File: src/sv/mfd_pkg.sv
// Shared types, constants and state encodings of the motor feedback frame decoder.
package mfd_pkg;

	// Bit-serial multiply/divide unit widths
	localparam int MD_A_W   = 32;               // multiplicand and divisor width
	localparam int MD_B_W   = 20;               // multiplier width, one bit per step
	localparam int MD_Q_W   = 20;               // quotient width, one bit per step
	localparam int MD_P_W   = MD_A_W + MD_B_W;  // full product width
	localparam int MD_CNT_W = $clog2((MD_B_W > MD_Q_W) ? MD_B_W : MD_Q_W);

	// Field widths
	localparam int POS_W   = 16;
	localparam int RATE_W  = 12;
	localparam int LIMP_W  = 16;
	localparam int LIMR_W  = 20;
	localparam int FAULT_W = 4;
	localparam int ANGLE_W = 20;
	localparam int RVAL_W  = 21;
	localparam int TURN_W  = 32;
	localparam int CFG_IDX_W = 2;

	// Scaling constants
	localparam logic [MD_A_W-1:0] POS_DEN       = 32'hFFFF_0000;  // 65535 * 65536
	localparam logic [MD_A_W-1:0] RATE_DEN      = 32'd4095;
	localparam logic [MD_B_W-1:0] CDEG_PER_MRAD = 20'd375497;
	localparam logic signed [TURN_W-1:0] ONE_TURN_CDEG = 32'sd36000;

	// Register reset values
	localparam logic [LIMP_W-1:0] POS_LIMIT_RST    = 16'd12500;
	localparam logic [LIMR_W-1:0] VEL_LIMIT_RST    = 20'd30000;
	localparam logic [LIMR_W-1:0] TORQUE_LIMIT_RST = 20'd10000;

	// Register indexes
	localparam logic [CFG_IDX_W-1:0] CFG_POS_LIMIT    = 2'd0;
	localparam logic [CFG_IDX_W-1:0] CFG_VEL_LIMIT    = 2'd1;
	localparam logic [CFG_IDX_W-1:0] CFG_TORQUE_LIMIT = 2'd2;

	typedef enum logic [1:0] {
		MD_IDLE,
		MD_MUL,
		MD_DIV
	} md_state_t;

	typedef enum logic [2:0] {
		ST_IDLE,
		ST_START1,
		ST_WAIT1,
		ST_START2,
		ST_WAIT2,
		ST_SUM,
		ST_TURN
	} top_state_t;

	typedef struct packed {
		logic              start;
		logic [MD_A_W-1:0] a;
		logic [MD_B_W-1:0] b;
		logic [MD_A_W-1:0] divisor;
	} md_req_t;

	typedef struct packed {
		logic              done;
		logic [MD_P_W-1:0] product;
		logic [MD_Q_W-1:0] quotient;
	} md_rsp_t;

endpackage

File: src/sv/motor_feedback_frame_decoder.sv
// Top level of the motor feedback frame decoder: frame capture, scaling control and turn tracking.
//
// Decodes the first six bytes of a motor feedback frame into fault nibble, shaft angle in
// centidegrees, velocity and torque, and keeps a running turn count. The next frame is
// taken once the previous result has moved into the output register. The processing time
// of a frame is set by the bit-serial multiply/divide units (20 multiply steps plus 20
// quotient steps per pass): velocity and torque each take one pass in parallel, and the
// angle takes two passes back to back on its own unit, first position times limit, then
// times the centidegree-per-milliradian constant followed by the division. A finished
// result sits in an output register, so a new frame is accepted while the old result still
// waits to transfer.
// Configuration writes are always taken (cfg_ready is tied high); index 3 is ignored and data
// above a register's width is dropped. Write limits only while no frame is in flight.
module motor_feedback_frame_decoder (
	input  logic                                clk,
	input  logic                                arst_n,
	// frame input
	input  logic                                in_valid,
	output logic                                in_ready,
	input  logic [47:0]                         payload,
	// result output
	output logic                                out_valid,
	input  logic                                out_ready,
	output logic [mfd_pkg::FAULT_W-1:0]         fault_code,
	output logic signed [mfd_pkg::ANGLE_W-1:0]  angle_cdeg,
	output logic signed [mfd_pkg::RVAL_W-1:0]   velocity,
	output logic signed [mfd_pkg::RVAL_W-1:0]   torque,
	output logic signed [mfd_pkg::TURN_W-1:0]   turn_count,
	// register writes
	input  logic                                cfg_valid,
	output logic                                cfg_ready,
	input  logic [mfd_pkg::CFG_IDX_W-1:0]       cfg_index,
	input  logic [mfd_pkg::LIMR_W-1:0]          cfg_data
);
	import mfd_pkg::*;

	top_state_t state_q, state_d;

	// limit registers
	logic [LIMP_W-1:0] pos_lim_q;
	logic [LIMR_W-1:0] vel_lim_q;
	logic [LIMR_W-1:0] tor_lim_q;

	// captured frame: magnitude and sign of each centered raw value
	logic [FAULT_W-1:0] fault_q;
	logic [POS_W-1:0]   pos_mag_q;
	logic               pos_neg_q;
	logic [RATE_W-1:0]  vel_mag_q;
	logic               vel_neg_q;
	logic [RATE_W-1:0]  tor_mag_q;
	logic               tor_neg_q;

	// turn tracking
	logic signed [ANGLE_W-1:0] last_angle_q;
	logic signed [ANGLE_W-1:0] angle_q;
	logic [TURN_W-1:0]         sum_q;
	logic [TURN_W-1:0]         revs_q;

	// output register
	logic                      out_valid_q;
	logic [FAULT_W-1:0]        fault_out_q;
	logic signed [ANGLE_W-1:0] angle_out_q;
	logic signed [RVAL_W-1:0]  vel_out_q;
	logic signed [RVAL_W-1:0]  tor_out_q;
	logic [TURN_W-1:0]         revs_out_q;

	md_req_t pos_req, vel_req, tor_req;
	md_rsp_t pos_rsp, vel_rsp, tor_rsp;

	logic in_xfer, out_free, advance, start1, start2;
	logic [POS_W-1:0]          pos_raw;
	logic [RATE_W-1:0]         vel_raw, tor_raw;
	logic signed [ANGLE_W-1:0] angle_val;
	logic [ANGLE_W:0]          delta;
	logic signed [TURN_W-1:0]  sum_s;
	logic                      turn_up, turn_down;
	logic [TURN_W-1:0]         sum_next, revs_next;
	logic [RVAL_W-1:0]         vel_mag_full, tor_mag_full;
	logic [RVAL_W-1:0]         vel_val, tor_val;

	assign cfg_ready = 1'b1;
	assign in_xfer   = in_valid && in_ready;
	assign out_free  = !out_valid_q || out_ready;

	assign pos_raw = payload[39:24];
	assign vel_raw = payload[23:12];
	assign tor_raw = payload[11:0];

	// next state
	always_comb begin
		state_d = state_q;
		case (state_q)
			ST_IDLE:   if (in_valid) state_d = ST_START1;
			ST_START1: state_d = ST_WAIT1;
			ST_WAIT1:  if (pos_rsp.done) state_d = ST_START2;
			ST_START2: state_d = ST_WAIT2;
			ST_WAIT2:  if (pos_rsp.done) state_d = ST_SUM;
			ST_SUM:    state_d = ST_TURN;
			ST_TURN:   if (out_free) state_d = ST_IDLE;
			default:   state_d = ST_IDLE;
		endcase
	end

	// state outputs
	always_comb begin
		in_ready = 1'b0;
		start1   = 1'b0;
		start2   = 1'b0;
		advance  = 1'b0;
		case (state_q)
			ST_IDLE:   in_ready = 1'b1;
			ST_START1: start1   = 1'b1;
			ST_START2: start2   = 1'b1;
			ST_TURN:   advance  = out_free;
			default:   ;
		endcase
	end

	// First angle pass forms |c| * limit (fits 32 bits); the second scales it by the
	// centidegree constant and divides by 65535 * 65536.
	assign pos_req.start   = start1 || start2;
	assign pos_req.a       = start2 ? pos_rsp.product[MD_A_W-1:0] : MD_A_W'(pos_mag_q);
	assign pos_req.b       = start2 ? CDEG_PER_MRAD : MD_B_W'(pos_lim_q);
	assign pos_req.divisor = POS_DEN;

	assign vel_req.start   = start1;
	assign vel_req.a       = MD_A_W'(vel_mag_q);
	assign vel_req.b       = vel_lim_q;
	assign vel_req.divisor = RATE_DEN;

	assign tor_req.start   = start1;
	assign tor_req.a       = MD_A_W'(tor_mag_q);
	assign tor_req.b       = tor_lim_q;
	assign tor_req.divisor = RATE_DEN;

	mfd_muldiv u_pos (.clk(clk), .arst_n(arst_n), .req(pos_req), .rsp(pos_rsp));
	mfd_muldiv u_vel (.clk(clk), .arst_n(arst_n), .req(vel_req), .rsp(vel_rsp));
	mfd_muldiv u_tor (.clk(clk), .arst_n(arst_n), .req(tor_req), .rsp(tor_rsp));

	// Apply the sign after the unsigned divide, which gives truncation toward zero.
	assign angle_val = pos_neg_q ? -$signed(pos_rsp.quotient) : $signed(pos_rsp.quotient);
	assign delta     = {angle_val[ANGLE_W-1], angle_val}
	                 - {last_angle_q[ANGLE_W-1], last_angle_q};

	assign vel_mag_full = {1'b0, vel_rsp.quotient};
	assign tor_mag_full = {1'b0, tor_rsp.quotient};
	assign vel_val      = vel_neg_q ? (~vel_mag_full) + RVAL_W'(1) : vel_mag_full;
	assign tor_val      = tor_neg_q ? (~tor_mag_full) + RVAL_W'(1) : tor_mag_full;

	// At most one turn step per frame, past one turn in either direction.
	assign sum_s     = $signed(sum_q);
	assign turn_up   = sum_s > ONE_TURN_CDEG;
	assign turn_down = sum_s < -ONE_TURN_CDEG;
	always_comb begin
		sum_next  = sum_q;
		revs_next = revs_q;
		if (turn_up) begin
			sum_next  = sum_q - ONE_TURN_CDEG;
			revs_next = revs_q + TURN_W'(1);
		end else if (turn_down) begin
			sum_next  = sum_q + ONE_TURN_CDEG;
			revs_next = revs_q - TURN_W'(1);
		end
	end

	always_ff @(posedge clk or negedge arst_n) begin
		if (!arst_n) begin
			state_q      <= ST_IDLE;
			pos_lim_q    <= POS_LIMIT_RST;
			vel_lim_q    <= VEL_LIMIT_RST;
			tor_lim_q    <= TORQUE_LIMIT_RST;
			last_angle_q <= '0;
			sum_q        <= '0;
			revs_q       <= '0;
			out_valid_q  <= 1'b0;
		end else begin
			state_q <= state_d;
			if (cfg_valid && cfg_ready) begin
				case (cfg_index)
					CFG_POS_LIMIT:    pos_lim_q <= cfg_data[LIMP_W-1:0];
					CFG_VEL_LIMIT:    vel_lim_q <= cfg_data;
					CFG_TORQUE_LIMIT: tor_lim_q <= cfg_data;
					default:          ;
				endcase
			end
			// fold this frame's angle change into the running sum
			if (state_q == ST_SUM) begin
				last_angle_q <= angle_val;
				sum_q        <= sum_q + {{(TURN_W - ANGLE_W - 1){delta[ANGLE_W]}}, delta};
			end
			if (advance) begin
				sum_q  <= sum_next;
				revs_q <= revs_next;
			end
			if (advance) begin
				out_valid_q <= 1'b1;
			end else if (out_ready) begin
				out_valid_q <= 1'b0;
			end
		end
	end

	// Capture the frame as magnitude and sign: 2r - full is odd, so its magnitude is the
	// low bits (or their inverse when r sits below mid scale) with a one appended.
	always_ff @(posedge clk) begin
		if (in_xfer) begin
			fault_q   <= payload[47:44];
			pos_neg_q <= !pos_raw[POS_W-1];
			pos_mag_q <= {pos_raw[POS_W-1] ? pos_raw[POS_W-2:0] : ~pos_raw[POS_W-2:0], 1'b1};
			vel_neg_q <= !vel_raw[RATE_W-1];
			vel_mag_q <= {vel_raw[RATE_W-1] ? vel_raw[RATE_W-2:0] : ~vel_raw[RATE_W-2:0], 1'b1};
			tor_neg_q <= !tor_raw[RATE_W-1];
			tor_mag_q <= {tor_raw[RATE_W-1] ? tor_raw[RATE_W-2:0] : ~tor_raw[RATE_W-2:0], 1'b1};
		end
		if (state_q == ST_SUM) begin
			angle_q <= angle_val;
		end
		if (advance) begin
			fault_out_q <= fault_q;
			angle_out_q <= angle_q;
			vel_out_q   <= $signed(vel_val);
			tor_out_q   <= $signed(tor_val);
			revs_out_q  <= revs_next;
		end
	end

	assign out_valid  = out_valid_q;
	assign fault_code = fault_out_q;
	assign angle_cdeg = angle_out_q;
	assign velocity   = vel_out_q;
	assign torque     = tor_out_q;
	assign turn_count = $signed(revs_out_q);

endmodule

File: src/sv/mfd_muldiv.sv
// Bit-serial unit: floor(a * b / divisor), one multiplier bit then one quotient bit per cycle.
module mfd_muldiv (
	input  logic            clk,
	input  logic            arst_n,
	input  mfd_pkg::md_req_t req,
	output mfd_pkg::md_rsp_t rsp
);
	import mfd_pkg::*;

	md_state_t state_q, state_d;
	logic [MD_CNT_W-1:0] cnt_q;
	logic                done_q;
	logic [MD_A_W-1:0]   a_q;
	logic [MD_B_W-1:0]   b_q;
	logic [MD_A_W-1:0]   div_q;
	logic [MD_P_W-1:0]   acc_q;
	logic [MD_A_W-1:0]   rem_q;
	logic [MD_Q_W-1:0]   low_q;
	logic [MD_Q_W-1:0]   quo_q;

	logic                do_load, do_mul, do_div, mul_last, div_last;
	logic [MD_P_W-1:0]   acc_next;
	logic [MD_A_W:0]     trial;
	logic [MD_A_W:0]     trial_diff;
	logic                fits;

	assign mul_last = (cnt_q == MD_CNT_W'(MD_B_W - 1));
	assign div_last = (cnt_q == MD_CNT_W'(MD_Q_W - 1));

	// next state
	always_comb begin
		state_d = state_q;
		case (state_q)
			MD_IDLE: if (req.start) state_d = MD_MUL;
			MD_MUL:  if (mul_last) state_d = MD_DIV;
			MD_DIV:  if (div_last) state_d = MD_IDLE;
			default: state_d = MD_IDLE;
		endcase
	end

	// step controls
	always_comb begin
		do_load = 1'b0;
		do_mul  = 1'b0;
		do_div  = 1'b0;
		case (state_q)
			MD_IDLE: do_load = req.start;
			MD_MUL:  do_mul  = 1'b1;
			MD_DIV:  do_div  = 1'b1;
			default: ;
		endcase
	end

	// MSB-first shift and add
	assign acc_next   = {acc_q[MD_P_W-2:0], 1'b0} + (b_q[MD_B_W-1] ? MD_P_W'(a_q) : '0);
	// restoring divide step
	assign trial      = {rem_q, low_q[MD_Q_W-1]};
	assign trial_diff = trial - {1'b0, div_q};
	assign fits       = (trial >= {1'b0, div_q});

	always_ff @(posedge clk or negedge arst_n) begin
		if (!arst_n) begin
			state_q <= MD_IDLE;
			cnt_q   <= '0;
			done_q  <= 1'b0;
		end else begin
			state_q <= state_d;
			done_q  <= do_div && div_last;
			if (do_load || (do_mul && mul_last) || (do_div && div_last)) begin
				cnt_q <= '0;
			end else if (do_mul || do_div) begin
				cnt_q <= cnt_q + MD_CNT_W'(1);
			end
		end
	end

	always_ff @(posedge clk) begin
		if (do_load) begin
			a_q   <= req.a;
			b_q   <= req.b;
			div_q <= req.divisor;
			acc_q <= '0;
		end
		if (do_mul) begin
			acc_q <= acc_next;
			b_q   <= {b_q[MD_B_W-2:0], 1'b0};
			if (mul_last) begin
				rem_q <= acc_next[MD_P_W-1 -: MD_A_W];
				low_q <= acc_next[MD_Q_W-1:0];
			end
		end
		if (do_div) begin
			rem_q <= fits ? trial_diff[MD_A_W-1:0] : trial[MD_A_W-1:0];
			low_q <= {low_q[MD_Q_W-2:0], 1'b0};
			quo_q <= {quo_q[MD_Q_W-2:0], fits};
		end
	end

	assign rsp.done     = done_q;
	assign rsp.product  = acc_q;
	assign rsp.quotient = quo_q;

endmodule
File: config.mk
export PLATFORM = sky130hd
export DESIGN_NAME = motor_feedback_frame_decoder
export DESIGN_NICKNAME = d
export VERILOG_FILES = /design/src/sv/mfd_pkg.sv /design/src/sv/motor_feedback_frame_decoder.sv /design/src/sv/mfd_muldiv.sv
export SDC_FILE = /design/constraint.sdc
export NUM_CORES = 2
export LEC_CHECK = 0
export BUFFER_PORTS_ARGS = -buffer_cell sky130_fd_sc_hd__buf_2
export CAP_MARGIN = 15
export CORE_MARGIN = 4
export CORE_UTILIZATION = 50
export DETAILED_ROUTE_END_ITERATION = 7
export PLACE_DENSITY = 0.66
export SYNTH_ARGS = -nofsm -noshare
export SYNTH_HDL_FRONTEND = slang
export SYNTH_HIERARCHICAL = 1
export SYNTH_SLANG_ARGS = --single-unit
export TNS_END_PERCENT = 5
File: constraint.sdc
create_clock -name clk -period 8.8 [get_ports clk]
set_input_delay 0.44 -clock clk [delete_from_list [all_inputs] [get_ports clk]]
set_output_delay 0.44 -clock clk [all_outputs]
set_load 0.03 [all_outputs]
==> results.yml <==
placement:
  gp_congestion: 0.872
  port_buffers: 170
  place_hpwl_microns: 79800
timing:
  clock.fmax_mhz: 161
  min_period_ps: 6210
  finalSetupTns_ps: 0
  setup_viol: 0
  finalClockSkew_ps: 38.5
  hold_viol_final: 0
  rsz0062_at_grt: "false"
  layout_worst_path_cycle_share: 0.706
  final_max_slew_viol_count: 0
  max_slew.worst_pin.slew_ps: 1120
  maxSlewHeadroom: 0.249
routing:
  drtAntennaViolNets: 0
  wl_per_cell_microns: 17.6
  initialDrtViolationCount: 2913
  drc_errors: 0
  vias_per_cell: 5.59
  vias: 37500
  wl_microns: 118000
  firstDrtPassIters: 6
cts:
  clock_path_buffers: 3
  clock_sinks: 949
  post_cts_resized: 0
  postCtsSetupRepairBufs: 0
  path_clk_slew_ps: 60
  postCtsHoldBufs: 31
  cts-root-buf: "clkbuf_16"
  clock_latency_ps: 700
  h-tree-depth: 3
  cts_tree: "built"
  numCtsBuffers: 102
setup_path:
  worstPathArrival_ps: 6790
  path_max_fanout: 14
  path_delay_family: "compound AO/OA/AOI/OAI gates"
  cp-start-kind: "register"
  cp.required_ps: 9370
  r2r_cells: 26
  path_buf_inv: 2
  critical_path_class: "reg2reg"
  r2r_start: "u_pos/quo_q[0]$_DFFE_PN_"
  r2r_end: "sum_q[31]$_DFFE_PN0P_"
  crit_top_cell: "a21o_1"
  r2r_slack_ps: 2590
  worst_path_max_delay_cell: "or4_1"
  critPathMaxStageDelay_ps: 460
  critPathCaptureType: "register"
flow_run:
  drv_cap: 0
layout:
  layout-drive-gt1-share: 0.105
  syn2layout_area_growth_pct: 12.1
  num-nets-final: 5586
pwr:
  p_leak_uw: 0.0235
  total_power_uw: 20500
  peakVddDrop_mv: 0.259
  pwr_density_cell_mw_per_mm2: 343
outcome:
  status: "completed"
global_routing:
  grt_overflow_total: 0
  antenna_found_initial: 10
  grt_max_degree: 83
  first_global_vias: 36400
  grt_pass1_wl_microns: 191000
  grt.total_usage: 0.207
die:
  row_count: 119
  dieArea_sq_mm: 0.112
  die_x_microns: 334
  core_sq_mm: 0.106
  fp.dieH_microns: 334
  ios: 176
  start_util: 0.505
synth:
  syn_avg_cell_area_sq_um: 10.8
  netlist_area_sq_mm: 0.0533
  synthCells: 4941
  synth_warnings: 6
min_path:
  holdCritPathClass: "in2reg"
  min_delay_worst_endpoint: "pos_mag_q[8]$_DFFE_PP_"
  worstHoldPathCells: 2
  min_from: "payload[31]"
[final cells by class]
class	count	area, sq um
timing repair buffer	241	1480
fill	8900	45800
tap	1391	1740
multi-input combinational	3715	24600
inverter	205	774
sequential	949	27600
antenna	6	15.0
clock buffer	130	2790
clock inverter	63	677
[cells in the final DEF (no fill, tap or decap), types with 17 or more instances in the layout]
cell           count
a211oi_1          35
a21o_1           120
a21oi_1          298
a22o_1            50
a31oi_1           49
and2_1           167
and3_1            75
buf_2            169
buf_4             39
clkbuf_1          20
clkbuf_16        107
clkinv_1          17
clkinv_2          19
conb_1           141
dfrtp_1          148
dfstp_2           18
dlygate4sd3_1     31
edfxtp_1         777
ha_1             282
inv_1            198
mux2_2            75
mux2i_1           63
nand2_1          513
nand2b_1          42
nand3_1           83
nand4_1           68
nor2_1           378
nor2b_1           21
nor3_1            46
nor4_1            27
o211ai_1          21
o21a_1            38
o21ai_0          306
o21bai_1          31
o31ai_1           25
or2_2             18
or3_1             25
or4_1             17
xnor2_1          269
xor2_1           170
[flip-flops by register name (all words and copies together), names as in the netlist, 32 cells and up]
signal and flops:
revs_q 32, sum_q 32, turn_count 32, u_pos/a_q 32
u_pos/acc_q 51, u_pos/div_q 32, u_pos/rem_q 32, u_tor/a_q 32
u_tor/acc_q 51, u_tor/div_q 32, u_tor/rem_q 32, u_vel/a_q 32
u_vel/acc_q 51, u_vel/div_q 32, u_vel/rem_q 32
[worst register-to-register path, cell delays in order (launching register included)]
cell and delay [ps]:
edfxtp_1 400, inv_1 130, nand2_1 70, or4_1 460, or2_2 310, o41ai_1 310, xnor2_1 230, ha_1 350
a21o_1 200, a21oi_1 190, nor2b_1 60, o21ai_0 200, o22ai_1 160, o41a_1 380, a41oi_1 230, buf_4 250
ha_1 320, a21o_1 180, a21o_1 170, a21o_1 160, a21o_1 170, a21oi_1 160, o31a_1 250, o21ai_0 140
xor2_1 160, and3_1 190, nor4_1 270
[layer usage]
metal  track usage  routed length (microns)  up-vias
li1              -                        -    18500
met1         0.293                    55700    18100
met2         0.343                    54600      764
met3        0.0274                     5390      146
met4        0.0490                     1980        6
met5             0                       34        -
[metrics by stage]
stage / utilization / std cells / hold WS (ps) / setup slack (ps) / area (sq um)
6_report: 0.566 / 6700 / 47.7 / 2590 / 59700
5_1_grt: 0.566 / 6694 / 22.7 / 2030 / 59700
4_1_cts: 0.566 / 6692 / 1.09 / 2550 / 59700
3_5_place_dp: 0.530 / 6468 / 405 / 2570 / 55900
3_3_place_gp: 0.530 / 6468 / 401 / 2620 / 55900
2_1_floorplan: - / 5080 / 144 / 2760 / 53800
[where the power goes]
| group | leakage [uW] | internal, uW | total [uW] | switching (uW) |
|---|---|---|---|---|
| registers | 0.00937 | 6430 | 7020 | 590 |
| logic | 0.0125 | 3580 | 9080 | 5510 |
| clock network | 0.00169 | 2580 | 4420 | 1830 |
| total | 0.0235 | 12600 | 20500 | 7930 |
[worst max-delay path by stage]
stage / startpoint / end / cells after the start
CTS: pos_neg_q$_DFFE_PP_ / sum_q[26]$_DFFE_PN0P_ / 21
detailed placement: u_pos/quo_q[0]$_DFFE_PN_ / sum_q[26]$_DFFE_PN0P_ / 23
global placement: u_pos/quo_q[0]$_DFFE_PN_ / sum_q[26]$_DFFE_PN0P_ / 23
global route: u_pos/quo_q[0]$_DFFE_PN_ / sum_q[30]$_DFFE_PN0P_ / 23
finish: u_pos/quo_q[0]$_DFFE_PN_ / sum_q[31]$_DFFE_PN0P_ / 26
floorplan: u_pos/quo_q[2]$_DFFE_PN_ / sum_q[31]$_DFFE_PN0P_ / 23
No activity file was read; power rests on OpenSTA's default activity.
